### src/sv/tmr_pkg.sv
// tmr_pkg: shared types and constants of the turing machine runner
// no dependencies; imported by every module of the block
`default_nettype none

package tmr_pkg;

   // sizes
   localparam int SYM_BITS       = 8;
   localparam int STATE_BITS     = 4;
   localparam int TAPE_CELLS     = 1024;
   localparam int TAPE_ADDR_BITS = $clog2(TAPE_CELLS);
   localparam int TAPE_LEN_BITS  = TAPE_ADDR_BITS + 1;
   localparam int STEP_BITS      = 21;
   localparam int MOVE_BITS      = 2;
   localparam int KIND_BITS      = 2;
   localparam int OUTCOME_BITS   = 3;
   localparam int TBL_ADDR_BITS  = STATE_BITS + SYM_BITS;
   localparam int TBL_DEPTH      = 1 << TBL_ADDR_BITS;
   localparam int CSR_INDEX_BITS = 2;
   localparam int CSR_DATA_BITS  = STEP_BITS;
   localparam int REQ_DATA_BITS  = 40;
   localparam int RSP_DATA_BITS  = 48;

   localparam logic [TAPE_LEN_BITS-1:0] TAPE_CELLS_LEN = TAPE_LEN_BITS'(TAPE_CELLS);

   // item kinds
   localparam logic [KIND_BITS-1:0] KIND_LOAD  = 2'd0;
   localparam logic [KIND_BITS-1:0] KIND_WRITE = 2'd1;
   localparam logic [KIND_BITS-1:0] KIND_READ  = 2'd2;
   localparam logic [KIND_BITS-1:0] KIND_RUN   = 2'd3;

   // head moves
   localparam logic [MOVE_BITS-1:0] MOVE_LEFT  = 2'd0;
   localparam logic [MOVE_BITS-1:0] MOVE_RIGHT = 2'd1;

   // run outcomes
   localparam logic [OUTCOME_BITS-1:0] END_ACCEPT = 3'd0;
   localparam logic [OUTCOME_BITS-1:0] END_RIGHT  = 3'd1;
   localparam logic [OUTCOME_BITS-1:0] END_LEFT   = 3'd2;
   localparam logic [OUTCOME_BITS-1:0] END_NONE   = 3'd3;
   localparam logic [OUTCOME_BITS-1:0] END_LIMIT  = 3'd4;

   // register indexes
   localparam logic [CSR_INDEX_BITS-1:0] CSR_START_STATE  = 2'd0;
   localparam logic [CSR_INDEX_BITS-1:0] CSR_ACCEPT_STATE = 2'd1;
   localparam logic [CSR_INDEX_BITS-1:0] CSR_TAPE_LENGTH  = 2'd2;
   localparam logic [CSR_INDEX_BITS-1:0] CSR_STEP_LIMIT   = 2'd3;

   // register reset values
   localparam logic [STATE_BITS-1:0]    START_STATE_RST  = 4'd0;
   localparam logic [STATE_BITS-1:0]    ACCEPT_STATE_RST = 4'd15;
   localparam logic [TAPE_LEN_BITS-1:0] TAPE_LENGTH_RST  = 11'd0;
   localparam logic [STEP_BITS-1:0]     STEP_LIMIT_RST   = 21'd65536;

   typedef struct packed {
      logic                  valid;
      logic [STATE_BITS-1:0] next_state;
      logic [SYM_BITS-1:0]   write_char;
      logic [MOVE_BITS-1:0]  head_move;
   } rule_type;

   typedef struct packed {
      logic [STATE_BITS-1:0]    start_state;
      logic [STATE_BITS-1:0]    accept_state;
      logic [TAPE_LEN_BITS-1:0] tape_length;
      logic [STEP_BITS-1:0]     step_limit;
   } cfg_type;

   typedef struct packed {
      logic                      rd_en;
      logic [TAPE_ADDR_BITS-1:0] rd_addr;
      logic                      wr_en;
      logic [TAPE_ADDR_BITS-1:0] wr_addr;
      logic [SYM_BITS-1:0]       wr_data;
   } tape_port_type;

   typedef struct packed {
      logic                     rd_en;
      logic [TBL_ADDR_BITS-1:0] rd_addr;
      logic                     wr_en;
      logic [TBL_ADDR_BITS-1:0] wr_addr;
      rule_type                 wr_data;
   } tbl_port_type;

endpackage

`default_nettype wire

### src/sv/tmr_ctrl.sv
// tmr_ctrl: item decode, table clearing sweep, machine step sequencer, result register
// depends on tmr_pkg; drives tmr_tape_ram and tmr_rule_ram
`default_nettype none

module tmr_ctrl (
   input  wire                                 clock,
   input  wire                                 reset,
   input  tmr_pkg::cfg_type                    cfg,
   input  wire                                 req_tvalid,
   output logic                                req_tready,
   input  wire  [tmr_pkg::KIND_BITS-1:0]       req_tuser,
   input  wire  [tmr_pkg::REQ_DATA_BITS-1:0]   req_tdata,
   output logic                                rsp_tvalid,
   input  wire                                 rsp_tready,
   output logic [tmr_pkg::RSP_DATA_BITS-1:0]   rsp_tdata,
   output tmr_pkg::tape_port_type              tape_port,
   input  wire  [tmr_pkg::SYM_BITS-1:0]        tape_rd_data,
   output tmr_pkg::tbl_port_type               tbl_port,
   input  tmr_pkg::rule_type                   tbl_rd_data
);
   import tmr_pkg::*;

   localparam logic [2:0] ST_CLEAR  = 3'd0;
   localparam logic [2:0] ST_IDLE   = 3'd1;
   localparam logic [2:0] ST_RDWAIT = 3'd2;
   localparam logic [2:0] ST_TREAD  = 3'd3;
   localparam logic [2:0] ST_LOOKUP = 3'd4;
   localparam logic [2:0] ST_EXEC   = 3'd5;
   localparam logic [2:0] ST_FINISH = 3'd6;

   logic [2:0]                state_ff, state_in;
   logic [TBL_ADDR_BITS-1:0]  clr_addr_ff, clr_addr_in;
   logic [STATE_BITS-1:0]     mstate_ff, mstate_in;
   logic [TAPE_ADDR_BITS-1:0] head_ff, head_in;
   logic [STEP_BITS-1:0]      steps_ff, steps_in;
   logic [TAPE_LEN_BITS-1:0]  len_ff, len_in;
   logic [OUTCOME_BITS-1:0]   outcome_ff, outcome_in;
   logic [SYM_BITS-1:0]       cell_ff, cell_in;
   logic                      fwd_ff, fwd_in;
   logic [SYM_BITS-1:0]       fwd_sym_ff, fwd_sym_in;
   logic                      rsp_valid_ff, rsp_valid_in;
   logic [RSP_DATA_BITS-1:0]  rsp_data_ff, rsp_data_in;

   // request fields, lowest bits first
   logic [STATE_BITS-1:0]     req_from;
   logic [SYM_BITS-1:0]       req_rchar;
   logic [STATE_BITS-1:0]     req_next;
   logic [SYM_BITS-1:0]       req_wchar;
   logic [MOVE_BITS-1:0]      req_move;
   logic [TAPE_ADDR_BITS-1:0] req_index;

   logic [SYM_BITS-1:0]       head_sym;
   logic [TAPE_LEN_BITS-1:0]  run_len;
   logic [TAPE_LEN_BITS-1:0]  head_plus;
   logic [TAPE_ADDR_BITS-1:0] next_head;

   assign req_from  = req_tdata[3:0];
   assign req_rchar = req_tdata[11:4];
   assign req_next  = req_tdata[15:12];
   assign req_wchar = req_tdata[23:16];
   assign req_move  = req_tdata[25:24];
   assign req_index = req_tdata[35:26];

   assign req_tready = (state_ff == ST_IDLE);
   assign rsp_tvalid = rsp_valid_ff;
   assign rsp_tdata  = rsp_data_ff;

   // symbol under the head; a stay move reads the cell it wrote the cycle before
   assign head_sym  = fwd_ff ? fwd_sym_ff : tape_rd_data;
   assign run_len   = (cfg.tape_length > TAPE_CELLS_LEN) ? TAPE_CELLS_LEN : cfg.tape_length;
   assign head_plus = {1'b0, head_ff} + TAPE_LEN_BITS'(1);

   always_comb begin
      state_in     = state_ff;
      clr_addr_in  = clr_addr_ff;
      mstate_in    = mstate_ff;
      head_in      = head_ff;
      steps_in     = steps_ff;
      len_in       = len_ff;
      outcome_in   = outcome_ff;
      cell_in      = cell_ff;
      fwd_in       = fwd_ff;
      fwd_sym_in   = fwd_sym_ff;
      rsp_valid_in = rsp_valid_ff && !rsp_tready;
      rsp_data_in  = rsp_data_ff;
      next_head    = head_ff;
      tape_port    = '0;
      tbl_port     = '0;

      unique case (state_ff)
         ST_CLEAR: begin
            tbl_port.wr_en   = 1'b1;
            tbl_port.wr_addr = clr_addr_ff;
            tbl_port.wr_data = '0;
            clr_addr_in      = clr_addr_ff + TBL_ADDR_BITS'(1);
            if (&clr_addr_ff) begin
               state_in = ST_IDLE;
            end
         end
         ST_IDLE: begin
            if (req_tvalid) begin
               unique case (req_tuser)
                  KIND_LOAD: begin
                     tbl_port.wr_en              = 1'b1;
                     tbl_port.wr_addr            = {req_from, req_rchar};
                     tbl_port.wr_data.valid      = 1'b1;
                     tbl_port.wr_data.next_state = req_next;
                     tbl_port.wr_data.write_char = req_wchar;
                     tbl_port.wr_data.head_move  = req_move;
                  end
                  KIND_WRITE: begin
                     tape_port.wr_en   = 1'b1;
                     tape_port.wr_addr = req_index;
                     tape_port.wr_data = req_wchar;
                  end
                  KIND_READ: begin
                     tape_port.rd_en   = 1'b1;
                     tape_port.rd_addr = req_index;
                     state_in          = ST_RDWAIT;
                  end
                  KIND_RUN: begin
                     mstate_in  = cfg.start_state;
                     head_in    = '0;
                     steps_in   = '0;
                     len_in     = run_len;
                     cell_in    = '0;
                     outcome_in = END_RIGHT;
                     // empty tape ends at once
                     state_in   = (run_len == '0) ? ST_FINISH : ST_TREAD;
                  end
                  default: state_in = ST_IDLE;
               endcase
            end
         end
         ST_RDWAIT: begin
            cell_in    = tape_rd_data;
            outcome_in = '0;
            steps_in   = '0;
            head_in    = '0;
            mstate_in  = '0;
            state_in   = ST_FINISH;
         end
         ST_TREAD: begin
            tape_port.rd_en   = 1'b1;
            tape_port.rd_addr = head_ff;
            fwd_in            = 1'b0;
            state_in          = ST_LOOKUP;
         end
         ST_LOOKUP: begin
            if (steps_ff >= cfg.step_limit) begin
               outcome_in = END_LIMIT;
               state_in   = ST_FINISH;
            end else begin
               tbl_port.rd_en   = 1'b1;
               tbl_port.rd_addr = {mstate_ff, head_sym};
               state_in         = ST_EXEC;
            end
         end
         ST_EXEC: begin
            if (!tbl_rd_data.valid) begin
               outcome_in = END_NONE;
               state_in   = ST_FINISH;
            end else begin
               steps_in  = steps_ff + STEP_BITS'(1);
               mstate_in = tbl_rd_data.next_state;
               if (tbl_rd_data.next_state == cfg.accept_state) begin
                  outcome_in = END_ACCEPT;
                  state_in   = ST_FINISH;
               end else begin
                  tape_port.wr_en   = 1'b1;
                  tape_port.wr_addr = head_ff;
                  tape_port.wr_data = tbl_rd_data.write_char;
                  state_in          = ST_LOOKUP;
                  unique case (tbl_rd_data.head_move)
                     MOVE_LEFT: begin
                        if (head_ff == '0) begin
                           outcome_in = END_LEFT;
                           state_in   = ST_FINISH;
                        end else begin
                           next_head = head_ff - TAPE_ADDR_BITS'(1);
                        end
                     end
                     MOVE_RIGHT: begin
                        if (head_plus >= len_ff) begin
                           outcome_in = END_RIGHT;
                           next_head  = TAPE_ADDR_BITS'(len_ff - TAPE_LEN_BITS'(1));
                           state_in   = ST_FINISH;
                        end else begin
                           next_head = head_plus[TAPE_ADDR_BITS-1:0];
                        end
                     end
                     default: next_head = head_ff;
                  endcase
                  head_in = next_head;
                  if (state_in == ST_LOOKUP) begin
                     // next step's cell read overlaps this step's write
                     tape_port.rd_en   = 1'b1;
                     tape_port.rd_addr = next_head;
                     fwd_in            = (next_head == head_ff);
                     fwd_sym_in        = tbl_rd_data.write_char;
                  end
               end
            end
         end
         ST_FINISH: begin
            if (!rsp_valid_ff || rsp_tready) begin
               rsp_valid_in = 1'b1;
               rsp_data_in  = {2'b00, cell_ff, mstate_ff, head_ff, steps_ff, outcome_ff};
               state_in     = ST_IDLE;
            end
         end
         default: state_in = ST_IDLE;
      endcase
   end

   always_ff @(posedge clock) begin
      if (reset) begin
         state_ff     <= ST_CLEAR;
         clr_addr_ff  <= '0;
         fwd_ff       <= 1'b0;
         rsp_valid_ff <= 1'b0;
      end else begin
         state_ff     <= state_in;
         clr_addr_ff  <= clr_addr_in;
         fwd_ff       <= fwd_in;
         rsp_valid_ff <= rsp_valid_in;
      end
   end

   always_ff @(posedge clock) begin
      mstate_ff   <= mstate_in;
      head_ff     <= head_in;
      steps_ff    <= steps_in;
      len_ff      <= len_in;
      outcome_ff  <= outcome_in;
      cell_ff     <= cell_in;
      fwd_sym_ff  <= fwd_sym_in;
      rsp_data_ff <= rsp_data_in;
   end

`ifndef SYNTH
   a_fwd_on_overlap: assert property (@(posedge clock) disable iff (reset)
      (tape_port.wr_en && tape_port.rd_en && (tape_port.wr_addr == tape_port.rd_addr))
      |=> fwd_ff)
      else $error("tape read of a cell being written without forwarding");

   a_head_on_tape: assert property (@(posedge clock) disable iff (reset)
      (state_ff == ST_LOOKUP) |-> ({1'b0, head_ff} < len_ff))
      else $error("head outside the tape during a step");

   a_exec_after_lookup: assert property (@(posedge clock) disable iff (reset)
      (state_ff == ST_EXEC) |-> ($past(state_ff) == ST_LOOKUP))
      else $error("rule evaluated without a table read");

   a_clear_full_sweep: assert property (@(posedge clock) disable iff (reset)
      ((state_ff == ST_CLEAR) && (state_in == ST_IDLE)) |-> (&clr_addr_ff))
      else $error("table clearing ended early");
`endif

endmodule

`default_nettype wire

### config.mk
export PLATFORM = sky130hd
export DESIGN_NAME = tmr_ctrl
export DESIGN_NICKNAME = d
export VERILOG_FILES = /design/src/sv/tmr_pkg.sv /design/src/sv/tmr_ctrl.sv
export SDC_FILE = /design/constraint.sdc
export NUM_CORES = 1
export LEC_CHECK = 0
export BUFFER_PORTS_ARGS = -buffer_cell sky130_fd_sc_hd__buf_4
export CORE_MARGIN = 2
export CORE_UTILIZATION = 30
export DETAILED_ROUTE_END_ITERATION = 7
export PLACE_DENSITY = 0.56
export SLEW_MARGIN = 40
export SYNTH_ARGS = -nofsm -noshare
export SYNTH_HDL_FRONTEND = slang
export SYNTH_SLANG_ARGS = --single-unit
### constraint.sdc
create_clock -name clock -period 5.1 [get_ports clock]
set_input_delay 0.255 -clock clock [delete_from_list [all_inputs] [get_ports clock]]
set_output_delay 0.255 -clock clock [all_outputs]
set_load 0.02 [all_outputs]
==> metrics.cfg <==
[yosys]
yosys_warnings = 0
syn-cell-area_mm2 = 0.00734
yosys_register_bits = 128
ys_seq_area_frac = 0.500
synth_cell_types = 60
async_reset_ff_frac = 0
synthFlopType = edfxtp_1
synth_enable_flop_cells = 111
synthCells = 708
syn_avg_cell_area_um2 = 10.4

[critical_path]
crit_buf_inv = 1
endpoint_kind = primary output
crit_path_frequent_cell = ha_1
reg2reg_depth = 13
path_class = flop to primary output
cp.arrival_ns = 4.26
cp.required_ns = 4.85
critical-path-slowest-cell = edfxtp_1
worst-path-max-fanout = 13
r2r_setup_slack_ns = 1.32
r2r-start = head_ff[0]$_SDFFCE_PN0P_
cpPeakStageDelay_ns = 0.62
crit_chain = ha_1 > nand3_1 > nor2_1 > nand2_1 > xnor2_1 > ha_1 > a21oi_1 > and3_1 > o21ai_1 > a21oi_4 > nor2_4 > or3b_4 > o31ai_1 > buf_4
timing.rr.end = fwd_sym_ff[4]$_DFFE_PP_
critPathTopFamily = simple AND/OR/NAND/NOR gates
cp-start-kind = flop

[placed_design]
gp_congestion = 0.826
port_buffers = 223
dpl_cell_area_mm2 = 0.00934
dp_hpwl_um = 15600
pre_cts_ws_ns = 0.930

[global_routing]
antenna_found_initial = 0
grt_pass1_vias = 5869
grt_max_degree = 45
grt_use_total = 0.159
grt_pass1_wl_um = 32100
grt-ovfl-total = 0

[power]
power_leakage_nw = 4.11
power_density_mw_per_mm2 = 298
ir_worst_vdd_mv = 0.189

[die]
coreArea_mm2 = 0.0242
die_w_um = 160
rows = 57
die_y_um = 160
ios = 230
floorplan.initialDensity = 0.304
design.die.area_mm2 = 0.0257

[cts]
cts_tree = built
cts.sinks = 128
cts_setup_buffers = 0
clockBufferDepth = 2
ctsRootBufferMaster = clkbuf_16
cts-hold-fix-buffers = 0
clk_pin_slew_ns = 0.06
cts_buffers = 17
ctsHtreeMaxLevel = 4
ctsResizeCount = 0
clock_latency_ns = 0.42

[final_layout]
drive_above_1_share = 0.304
fin_nets = 1067
final_cell_mix = buf_4 (233), edfxtp_1 (111), nor2_1 (83), inv_1 (42)
fillers = 2340
finalInstanceArea_mm2 = 0.00998
layout_commonest_cell = buf_4
area_delta_synth_final_pct = 35.9
n_antenna_cell = 0

[drt]
drc = 0
firstDrtPassIters = 5
via_per_inst = 4.83
wl_per_cell_um = 16.4
ant_nets = 0
drtIter0Drc = 274
num_vias = 6072
routed_wl_um = 20700

[timing]
rsz0062_at_grt = no
final.period_utilization = 0.885
finalMaxSlewViolations = 0
worst_pin_slew_ns = 0.760
setup_ws_ns = 0.586
skew_ns = 0.00639
hold_violations = 0
fin_setup_tns_ns = 0
relSlewSlack = 0.492
min_period_ns = 4.51
setup_viol = 0
max_freq_ghz = 0.222

[worst_hold_path]
holdPathStages = 1
whs_endpoint = fwd_sym_ff[4]$_DFFE_PP_
hold_path.class = primary input to flop
min-delay-start = tbl_rd_data[6]

[job]
drv_cap = 0

[outcome]
status = complete, no violations

[metal layers]
layer / up-vias / global-route usage / wire [um]
met5: - / 0 / 0
met4: 0 / 0.0504 / 294
met3: 21 / 0.0336 / 1280
met2: 218 / 0.253 / 9620
met1: 2832 / 0.219 / 9460
li1: 3001 / - / -
[logic make-up (layout without fill, tap and decap cells)]
| kind of cell | after synthesis | count (layout) | share of synthesized area |
|---|---|---|---|
| AO/OA/AOI/OAI | 131 | 131 | 0.126 |
| XOR/XNOR | 48 | 48 | 0.0572 |
| AND/OR/NAND/NOR | 267 | 267 | 0.189 |
| multiplexers | 12 | 12 | 0.0164 |
| adder cells (fa/ha/maj) | 37 | 37 | 0.0630 |
| flip-flops | 128 | 128 | 0.500 |
| buffers and inverters | 84 | 309 | 0.0474 |
| other | 1 | 2 | 0.000511 |
[sequential cells by signal, indices dropped and copies added (netlist names), 4 cells and up]
register     count
fwd_sym_ff       8
rsp_tdata       46
head_ff         10
steps_ff        21
clr_addr_ff     12
mstate_ff        4
len_ff          11
cell_ff          8
[through the flow]
stage / hold WS [ns] / util / power, mW / cells
after floorplan: 0.354 / - / 1.50 / 709
after global placement: 0.400 / 0.386 / 1.68 / 1226
after detailed placement: 0.405 / 0.386 / 1.69 / 1226
after CTS: 0.00469 / 0.413 / 3.01 / 1258
after global routing: 0.00184 / 0.413 / 3.10 / 1258
final: 0.0277 / 0.413 / 2.97 / 1258
[cells in the mapped netlist, types with 11 or more instances]
| master | instances | area, um2 |
|---|---|---|
| nand3_1 | 25 | 125 |
| a21oi_1 | 22 | 110 |
| a22o_1 | 37 | 324 |
| nand2_1 | 36 | 135 |
| dfxtp_1 | 17 | 340 |
| nor2_1 | 85 | 319 |
| nand4_1 | 18 | 113 |
| xnor2_1 | 23 | 201 |
| clkbuf_1 | 24 | 90.1 |
| ha_1 | 37 | 463 |
| edfxtp_1 | 111 | 3330 |
| inv_1 | 42 | 158 |
| xor2_1 | 25 | 219 |
| o21ai_0 | 17 | 85.1 |
| mux2i_1 | 12 | 120 |
| nor3_1 | 12 | 60.1 |
| and2_1 | 26 | 163 |
| nor2b_1 | 11 | 68.8 |
[final cells by class]
type                            count  area (um2)  area share
Tap cell                          324         405      0.0406
Multi-Input combinational cell    497        3350       0.336
Clock buffer                       17         425      0.0426
Inverter                           44         165      0.0166
Sequential cell                   128        3670       0.368
Clock inverter                     15         209      0.0209
Timing Repair Buffer              233        1750       0.175
[power by group]
| part | internal (mW) | switching, mW | total, mW |
|---|---|---|---|
| clock | 0.826 | 0.482 | 1.31 |
| sequential | 1.19 | 0.0603 | 1.25 |
| combinational | 0.188 | 0.226 | 0.414 |
[worst register-to-register path, delay by kind of cell, from the launching register on]
kind	cells	cell delay, ns
XOR/XNOR	1	0.22
adder cells (fa/ha/maj)	2	0.58
flip-flops	1	0.62
AND/OR/NAND/NOR	6	1.25
AO/OA/AOI/OAI	3	0.57
buffers and inverters	1	0.23
[worst max path at each step]
stage | from | to | slack [ns] | cells past startpoint
after floorplan | state_ff[2]$_SDFFE_PP0P_ | rsp_tdata[0]$_DFFE_PP_ | 0.58 | 3
after global placement | head_ff[0]$_SDFFCE_PN0P_ | tape_port[27] | 0.97 | 14
after detailed placement | head_ff[0]$_SDFFCE_PN0P_ | tape_port[27] | 0.93 | 14
after CTS | head_ff[0]$_SDFFCE_PN0P_ | tape_port[27] | 0.47 | 14
after global routing | head_ff[0]$_SDFFCE_PN0P_ | tape_port[27] | 0.22 | 14
final | head_ff[0]$_SDFFCE_PN0P_ | tape_port[27] | 0.59 | 14
No activity file was read; power rests on OpenSTA's default activity.
